File: src/rtl/gdff_ram.sv
// ----------------------------------------------------------------------------
// gdff_ram
// Simple dual-port RAM: one write port, one read port with registered data.
// ----------------------------------------------------------------------------
`timescale 1ns / 1ps
`default_nettype none

module gdff_ram #(
  parameter int WIDTH = 8,
  parameter int DEPTH = 16
) (
  input  wire logic                     clk,
  input  wire logic                     we,
  input  wire logic [$clog2(DEPTH)-1:0] waddr,
  input  wire logic [WIDTH-1:0]         wdata,
  input  wire logic [$clog2(DEPTH)-1:0] raddr,
  output logic      [WIDTH-1:0]         rdata
);

  logic [WIDTH-1:0] mem [DEPTH];

  always_ff @(posedge clk) begin
    if (we) begin
      mem[waddr] <= wdata;
    end
    rdata <= mem[raddr];
  end

endmodule

`default_nettype wire

File: config.mk
export PLATFORM = sky130hd
export DESIGN_NAME = gdff_ram
export DESIGN_NICKNAME = d
export VERILOG_FILES = /design/src/rtl/gdff_ram.sv
export SDC_FILE = /design/constraint.sdc
export NUM_CORES = 1
export LEC_CHECK = 0
export BUFFER_PORTS_ARGS = -buffer_cell sky130_fd_sc_hd__buf_2
export CORE_MARGIN = 3
export CORE_UTILIZATION = 54
export DETAILED_ROUTE_END_ITERATION = 10
export HOLD_SLACK_MARGIN = 0.1
export PLACE_DENSITY = 0.74
export SLEW_MARGIN = 5
export SYNTH_ARGS = -nofsm -noshare
export SYNTH_HDL_FRONTEND = slang
export SYNTH_SLANG_ARGS = --single-unit
File: constraint.sdc
create_clock -name clk -period 1.7 [get_ports clk]
set_input_delay 0.34 -clock clk [delete_from_list [all_inputs] [get_ports clk]]
set_output_delay 0.34 -clock clk [all_outputs]
set_load 0.01 [all_outputs]
# --- Word-level counts from Yosys, hierarchy flattened ---
# Memory sizes are Yosys's and may differ from the RTL's. A register that Yosys moved wholly into a read port is not among the register bits.
# Index checks and enable logic that the tools add are counted.
totals:
  regBits: 0
  ramBits: 128
  input_bits: 18
  memories: 1
mem_list:
  columns: ["memory", "words", "word_bits", "read_ports", "rd_clocked_by_memory_dff", "wr", "line_no", "source"]
  rows:
  - ["mem", 16, 8, 1, 1, 1, "20", "logic [WIDTH-1:0] mem [DEPTH];"]
classes:
  n_mux: 2
ops:
  columns: ["op", "n"]
  rows:
  - ["$mux 1", 2]

# --- Depth between registers and ports, before layout ---
# Gate-level depths: netlist of the first run.
depth:
  ltp_word: 2
  mapped_depth: 5
  depth_no_buf: 3

# --- Least setup slack after synthesis of the first run ---
# OpenSTA, ideal clock, no wires.
synth_timing:
  path_kind: "input to register"
  from: "input port waddr[2]"
  to: "memory mem[0][0], enable pin"
  arrival_time_ns: 1.450
  path_slack_ns: -0.133
  path_stages: 2
  n_path_buf: 0
  path_cell_list: "or3b_2 -> nor3_1"
synth_lines:
  columns: ["item", "line_no", "source"]
  rows:
  - ["start, declared", "14", "input wire logic [$clog2(DEPTH)-1:0] waddr,"]
  - ["end, declared", "20", null]
# Straight into the memory's write port.

# --- Worst setup path in the final report of the first run ---
layout_timing:
  from: "register rdata[7] (read register of mem)"
  to: "output port rdata[7]"
layout_lines:
  columns: ["item", "line_no", "source"]
  rows:
  - ["start, declared", "17", "output logic [WIDTH-1:0] rdata"]
# No word-level cell between the ends.

==> impl_metrics.toml, run 1 <==
[logic_synthesis]
distinct_cells_synth = 19
synth.cell_area_um2 = 5150
cell_accounting_for_the_most_synthesized_area = "edfxtp_1"
synthTopCellsByArea = "edfxtp_1 75%, mux4_2 7.9%, mux4_1 7.1%"
postSynthRegisterBits = 136
synth.avg_cell_area_um2 = 22.5
syn_inst = 229
yosysWarningCount = 0
synth_sequential_area_ratio = 0.778
synth_top_area_frac = 0.747
postSynthNetCount = 247

[finish]
final_net_count = 309
ff_latch_area_um2 = 4000
nFillCells = 567
n_antenna_cell = 0
finalCoreUtilization = 0.685
highest_count_cells_in_the_layout_ignoring_fill_and_taps = "128 x edfxtp_1, 25 x buf_2, 25 x buf_4"
multiInputGateArea_um2 = 1060
layout_commonest_cell = "edfxtp_1"
area.growth.synth_to_final_pct = 19.4
final_layout_size_suffix_gt1_frac = 0.339

[clock_tree]
clock_transition_at_path_regs_ps = 60
post_cts_buffers = 0
cts_root_buf = "clkbuf_8"
clk_latency_ps = 510
tritoncts_clock_tree = "built"
ctsResizeCount = 0
number_of_buffers_created_by_cts = 17
postCtsHoldBufs = 0
clock_sink_count = 136
clk_path_buf_depth = 2
htree_num_levels = 4

[sta]
final.setup.worst_slack_ps = 313
fmax_mhz = 721
slew_headroom = 0.480
final-max-slew-violation-count = 0
worst-slew-pin-transition_ps = 778
hold_violations = 0
timing.clock.skew_ps = 11.2
grt_setup_unrepaired = "no"
final_min_period_over_clock_period = 0.816
setup_violations = 0
layout_min_cycle_time_ps = 1390

[critical_path]
worst_ep_required_time_ps = 1360
timing.critical_path.slowest_cell_delay_ps = 380
crit_path_launch_type = "register"
cp_slowest_cell = "dfxtp_1"
worst_path_class_setup = "reg2out"
critPathMaxFanout = 1
cp_num_buf_inv = 1
setup.worst_path.end_class = "primary output"
worstPathArrival_ps = 1050
critical_path.cell_chain = "buf_2"
worst_path_dominant_cell_family = "flip-flops"

[global_route]
grt_pass1_wl_mm = 14.6
grtUsageTotal = 0.184
vias_in_the_first_global_route = 2559
grt_start_max_net_pins = 17
antenna_violations_before_repair = 0
grt_remaining_overflow = 0

[placement]
place_congestion = 0.781
dp_hpwl_mm = 6.12
port_buffers = 25
pre_cts_slack_ps = -40.5

[floorplan]
chipWidth_um = 104
floorplan.die_area_um2 = 10700
io_pins = 26
core-area_um2 = 8980
die_height_um = 104
rows = 34
initial_cell_density_of_the_core = 0.573

[pwr]
ir_drop_mv = 0.808
p_leak_uw = 0.00211
p_per_area_nw_per_um2 = 1210

[routing]
detail_route.vias_per_cell = 5.73
ant_nets = 0
via_count = 2464
remaining_drc_errors = 0
wirelength_mm = 9.15
wirelength_per_cell_um = 21.3
first_iter_violations = 108
firstDrtPassIters = 4

[outcome]
status = "finished, final reports clean"

[worst_hold_path]
hold_path.class = "in2reg"

[job]
cap_violations = 0
## registers in the layout, indices dropped and copies added, names as in the netlist
| name | count |
|---|---|
| mem | 128 |
| rdata | 8 |
## final cells by class
type / count / area share
Clock buffer: 18 / 0.0696
Clock inverter: 14 / 0.0201
Multi-Input combinational cell: 83 / 0.173
Sequential cell: 136 / 0.651
Tap cell: 126 / 0.0256
Timing Repair Buffer: 53 / 0.0606
## metal layers
| layer | wire [µm] | GRT usage | up-vias |
|---|---|---|---|
| li1 | - | - | 1096 |
| met1 | 3910 | 0.250 | 1292 |
| met2 | 4710 | 0.293 | 66 |
| met3 | 418 | 0.0460 | 10 |
| met4 | 109 | 0.0712 | 0 |
| met5 | 0 | 0 | - |
## final timing paths
check | from | end | slack (ps) | depth (start not counted)
worst max-delay path | rdata[7]$_DFF_P_ | rdata[7] | 310 | 1
worst min-delay path | wdata[1] | mem[2][1]$_DFFE_PP_ | 210 | 1
worst max register to register | mem[5][3]$_DFFE_PP_ | rdata[3]$_DFF_P_ | 320 | 3
worst min register to register | mem[12][1]$_DFFE_PP_ | rdata[1]$_DFF_P_ | 670 | 3
## cell usage after synthesis (all sizes together)
library cell	count
a22oi	16
and2	1
and2b	1
buf	7
clkdlybuf4s25	3
dfxtp	8
edfxtp	128
mux4	32
nand2	9
nand2b	2
nand3	1
nand3b	2
nor2	13
nor2b	1
nor3	4
or3b	1
## kinds of logic after synthesis
logic type	share of synthesized area
and+or+nand+nor	0.0318
buffers and inverters	0.0168
DFF	0.778
muxes	0.150
AOI/OAI and AO/OA	0.0233
## stage by stage
stage	area, µm²	power, µW	hold WS (ps)	setup TNS (ps)	cells
detailed placement	5600	4210	654	-100	398
CTS	6150	7490	204	0	430
finish	6150	7430	209	0	430
global route	6150	7690	217	0	430
global placement	5600	4190	645	-69.7	398
floorplan	5150	4040	439	0	229
## power by group
group / total, µW / internal (µW) / switching (µW)
clock network: 3300 / 1980 / 1320
logic: 361 / 162 / 199
registers: 3770 / 3750 / 20.9
No activity file was read; power rests on OpenSTA's default activity.
==> run 2, diff against run 1 <==
--- a/config.mk
+++ b/config.mk
@@ -7,10 +7,10 @@
 export LEC_CHECK = 0
 export BUFFER_PORTS_ARGS = -buffer_cell sky130_fd_sc_hd__buf_2
 export CORE_MARGIN = 3
-export CORE_UTILIZATION = 54
+export CORE_UTILIZATION = 60
 export DETAILED_ROUTE_END_ITERATION = 10
 export HOLD_SLACK_MARGIN = 0.1
-export PLACE_DENSITY = 0.74
+export PLACE_DENSITY = 0.78
 export SLEW_MARGIN = 5
 export SYNTH_ARGS = -nofsm -noshare
 export SYNTH_HDL_FRONTEND = slang
==> constraint.sdc (replaced) <==
create_clock -name clk -period 1.3 [get_ports clk]
set_input_delay 0.26 -clock clk [delete_from_list [all_inputs] [get_ports clk]]
set_output_delay 0.26 -clock clk [all_outputs]
set_load 0.01 [all_outputs]
==> run 2 against run 1 <==
  * Via count is 2.3% higher
  * Clock skew shrank 1.3 ps
  * Worst setup slack worse by 310 ps
  * Sequential share of layout area shrank 0.77 points
  * Cell area grew 1.2%
  * Die area down 9.4%
  * Critical endpoint is now rdata[1]$_DFF_P_
==> impl_metrics.toml, run 2 (synthesis gave the netlist of run 1 again) <==
[finish]
area.growth.synth_to_final_pct = 20.9
n_antenna_cell = 0
nFillCells = 452
registers.top_by_ff_count = "mem"
finalCoreUtilization = 0.754
final_layout_size_suffix_gt1_frac = 0.419
layout_commonest_cell = "edfxtp_1"
largest_reg_flops = 128
final_net_count = 306
multiInputGateArea_um2 = 1080
highest_count_cells_in_the_layout_ignoring_fill_and_taps = "128 x edfxtp_1, 31 x mux4_2, 25 x buf_2"
ff_latch_area_um2 = 4010
largest_registers = "mem: 128 flops, rdata: 8 flops"

[pwr]
p_per_area_nw_per_um2 = 1650
report.power.total_uw = 10300
ir_drop_mv = 0.867
p_leak_uw = 0.00210

[routing]
detail_route.vias_per_cell = 6.21
dr_wl_met3_um = 806
top_layer = "met4"
met1_length_mm = 4.08
wl_met2_mm = 5.19
firstDrtPassIters = 4
ant_nets = 0
wirelength_per_cell_um = 25.3
remaining_drc_errors = 0
via_count = 2520
wirelength_mm = 10.3
first_iter_violations = 191

[clock_tree]
post_cts_buffers = 0
number_of_buffers_created_by_cts = 17
htree_num_levels = 4
tritoncts_clock_tree = "built"
clock_sink_count = 136
clk_path_buf_depth = 2
cts_root_buf = "clkbuf_8"
clk_latency_ps = 510
postCtsHoldBufs = 0
clock_transition_at_path_regs_ps = 60

[floorplan]
chipWidth_um = 98.6
core-area_um2 = 8260
floorplan.die_area_um2 = 9730
io_pins = 26
die_height_um = 98.6
initial_cell_density_of_the_core = 0.623
rows = 33

[critical_path]
worstPathArrival_ps = 1680
worst_ep_required_time_ps = 1690
worst_path_dominant_cell_family = "multiplexers"
worst_r2r_path_depth = 3
cp_slowest_cell = "mux4_2"
setup.worst_path.end_class = "register"
critical_path.cell_chain = "mux4_2, a22oi_2, nand2_1"
crit_path_launch_type = "register"
crit-reg2reg-launch = "mem[3][1]$_DFFE_PP_"
worst_setup_path_startpoint = "mem[3][1]$_DFFE_PP_"
cp_num_cells = 3
critPathMaxFanout = 1
cp_num_buf_inv = 0
worst_path_class_setup = "reg2reg"
timing.critical_path.to = "rdata[1]$_DFF_P_"
worst-r2r-setup-slack_ps = 2
critical_path.reg2reg.endpoint = "rdata[1]$_DFF_P_"
timing.critical_path.slowest_cell_delay_ps = 490

[worst_hold_path]
hold_path.class = "in2reg"

[placement]
dp_hpwl_mm = 5.97
place_congestion = 0.747
port_buffers = 25

[sta]
grt_setup_unrepaired = "yes"
layout_min_cycle_time_ps = 1300
setup_violations = 0
final-max-slew-violation-count = 0
hold_violations = 0
worst-slew-pin-transition_ps = 947
final_min_period_over_clock_period = 0.999
slew_headroom = 0.368
timing.clock.skew_ps = 9.85
fmax_mhz = 770

[global_route]
grt_pass1_wl_mm = 16.2
grtUsageTotal = 0.234
vias_in_the_first_global_route = 2767
grt_start_max_net_pins = 26
grt_remaining_overflow = 0
antenna_violations_before_repair = 0

[outcome]
status = "finished, final reports clean"

[job]
cap_violations = 0
## run 2: layer usage
layer,GRT usage,vias to the layer above
met5,0,-
met1,0.316,1305
met4,0.104,0
met3,0.0644,16
met2,0.364,118
li1,-,1081
## run 2: repair_timing
item | in CTS | in global routing
setup endpoints to repair | 7 | 8
resized for setup | 8 | 3
pin swaps | 1 | 0
## run 2: worst min path at each step
stage	startpoint	to	slack, ps	cells past startpoint
after floorplan	wdata[0]	mem[0][0]$_DFFE_PP_	360	0
after global placement	wdata[0]	mem[4][0]$_DFFE_PP_	650	1
after detailed placement	wdata[0]	mem[6][0]$_DFFE_PP_	650	1
after CTS	wdata[0]	mem[1][0]$_DFFE_PP_	110	1
after global routing	wdata[0]	mem[1][0]$_DFFE_PP_	120	1
final	wdata[0]	mem[7][0]$_DFFE_PP_	130	1
## run 2: stage by stage
step	worst slack, ps	hold slack [ps]	setup TNS (ps)	area (µm²)	cells
floorplan	-63.0	359	-690	5180	229
global placement	-362	645	-9660	5590	374
detailed placement	-362	654	-11730	5590	374
CTS	-18.9	106	-18.9	6220	406
global route	-45.1	124	-90.7	6220	406
finish	1.62	134	0	6220	406
## run 2: report_power, final
part	switching (µW)	total [µW]	internal, µW
logic	286	518	233
clock network	1720	4830	3110
registers	35.9	4940	4900
total	2040	10300	8250
## run 2: cell type report
type,count,share of cell area
multi-input combinational,83,0.174
clock inverter,12,0.0283
timing repair buffer,50,0.0643
clock buffer,20,0.0684
sequential,136,0.644
tap,105,0.0211
==> run 3, diff against run 2 <==
--- a/config.mk
+++ b/config.mk
@@ -8,6 +8,7 @@
 export BUFFER_PORTS_ARGS = -buffer_cell sky130_fd_sc_hd__buf_2
 export CORE_MARGIN = 3
 export CORE_UTILIZATION = 60
+export CTS_BUF_LIST = sky130_fd_sc_hd__clkbuf_16
 export DETAILED_ROUTE_END_ITERATION = 10
 export HOLD_SLACK_MARGIN = 0.1
 export PLACE_DENSITY = 0.78
==> run 3 against run 2 <==
  * The run now ends with setup timing left
  * First-iteration DRC count down 3.7%
  * Cell count unchanged
  * Critical path depth unchanged
  * Core utilization up 0.35 points
  * Global-route usage up 0.070 points
  * Combinational power up 1%
  * Worst setup slack worse by 12 ps
  * Hold slack better by 100 ps
  * Clock skew down 0.85 ps
  * Critical path type unchanged
==> impl_metrics.toml, run 3 (synthesis gave the netlist of run 1 again) <==
[routing]
first_iter_violations = 184
remaining_drc_errors = 0
via_count = 2510
firstDrtPassIters = 4
detail_route.vias_per_cell = 6.18
ant_nets = 0
wirelength_per_cell_um = 25.5
wirelength_mm = 10.4

[global_route]
grt_remaining_overflow = 0
grt_start_max_net_pins = 26
vias_in_the_first_global_route = 2725
grt_pass1_wl_mm = 16.2
antenna_violations_before_repair = 0
grtUsageTotal = 0.235

[floorplan]
core-area_um2 = 8260
floorplan.die_area_um2 = 9730
die_height_um = 98.6
initial_cell_density_of_the_core = 0.623
rows = 33
io_pins = 26
chipWidth_um = 98.6

[clock_tree]
post_cts_buffers = 0
tritoncts_clock_tree = "built"
number_of_buffers_created_by_cts = 17
postCtsHoldBufs = 0
clk_latency_ps = 400
htree_num_levels = 4
clock_sink_count = 136
clk_path_buf_depth = 2
clock_transition_at_path_regs_ps = 60
cts_root_buf = "clkbuf_16"

[job]
cap_violations = 0

[sta]
timing.clock.skew_ps = 9.01
fmax_mhz = 763
worst-slew-pin-transition_ps = 964
grt_setup_unrepaired = "yes"
layout_min_cycle_time_ps = 1310
final_min_period_over_clock_period = 1.01
hold_violations = 0
final-max-slew-violation-count = 0
slew_headroom = 0.355
final.setup.worst_slack_ps = -10.4
setup_violations = 1

[placement]
placement.cell_area_um2 = 5590
port_buffers = 25
dp_hpwl_mm = 5.97
place_congestion = 0.747

[worst_hold_path]
hold_path.class = "in2reg"

[critical_path]
setup.worst_path.end_class = "register"
critical_path.cell_chain = "mux4_2, a22oi_2, nand2_1"
cp_slowest_cell = "mux4_2"
timing.critical_path.slowest_cell_delay_ps = 520
worst_path_class_setup = "reg2reg"
critPathMaxFanout = 1
worst_ep_required_time_ps = 1580
crit_path_launch_type = "register"
worstPathArrival_ps = 1590

[pwr]
ir_drop_mv = 0.890
p_leak_uw = 0.00212
p_per_area_nw_per_um2 = 1660

[finish]
finish.instance_area_um2 = 6250
highest_count_cells_in_the_layout_ignoring_fill_and_taps = "128 x edfxtp_1, 30 x mux4_2, 25 x buf_2"
largest_registers = "mem: 128 flops, rdata: 8 flops"
registers.top_by_ff_count = "mem"
area.growth.synth_to_final_pct = 21.5
layout_commonest_cell = "edfxtp_1"
final_layout_size_suffix_gt1_frac = 0.422
finalCoreUtilization = 0.757
n_antenna_cell = 0
largest_reg_flops = 128
final_net_count = 306

[outcome]
violated_checks = "setup timing"
status = "complete, but fails checks"
-- run 3: final timing paths --
| kind | from | endpoint | slack [ps] | cells past startpoint |
|---|---|---|---|---|
| worst max-delay path | mem[7][0]$_DFFE_PP_ | rdata[0]$_DFF_P_ | -10 | 3 |
| worst min-delay path | wdata[0] | mem[7][0]$_DFFE_PP_ | 240 | 1 |
| worst max register to register | mem[7][0]$_DFFE_PP_ | rdata[0]$_DFF_P_ | -10 | 3 |
| worst min register to register | mem[4][3]$_DFFE_PP_ | rdata[3]$_DFF_P_ | 670 | 3 |
-- run 3: cell type report --
type | instances | area (µm²)
clock buffers | 17 | 425
clock inverters | 15 | 188
fillers | 448 | 2010
multi-input cells | 83 | 1100
flip-flops and latches | 136 | 4000
well taps | 105 | 131
repair buffers | 50 | 400
-- run 3: through the flow --
step	TNS, ps	hold WS, ps	total power [µW]	setup WS [ps]	cells
final	-10.4	236	10400	-10.4	406
after global routing	-120	233	10700	-33.7	406
after CTS	-20.3	222	10400	-11.9	406
after detailed placement	-11730	654	5520	-362	374
after global placement	-9660	645	5510	-362	374
after floorplan	-690	359	5300	-63.0	229
-- run 3: repair_timing --
action / 4_1_cts / 5_1_grt
pin swaps: 2 / 2
resized for setup: 9 / 3
endpoints found under the hold margin: 0 / 0
endpoints found under the setup margin: 7 / 6
-- run 3: where the power goes --
group / total (µW) / internal (µW) / switching (µW)
clock: 4890 / 3180 / 1710
sequential: 4940 / 4900 / 37.2
combinational: 523 / 235 / 288
-- run 3: per-layer routing --
| metal | part of all wire | up-vias | track usage |
|---|---|---|---|
| li1 | - | 1090 | - |
| met1 | 0.40 | 1286 | 0.319 |
| met2 | 0.51 | 120 | 0.363 |
| met3 | 0.073 | 14 | 0.0708 |
| met4 | 0.019 | 0 | 0.0956 |
| met5 | 0 | - | 0 |
-- run 3: worst max-delay path: cells and delay by family, from the launching register on --
family | cells | cell delay, ps
mux | 1 | 520
simple gates | 1 | 90
flops | 1 | 400
compound gates | 1 | 180
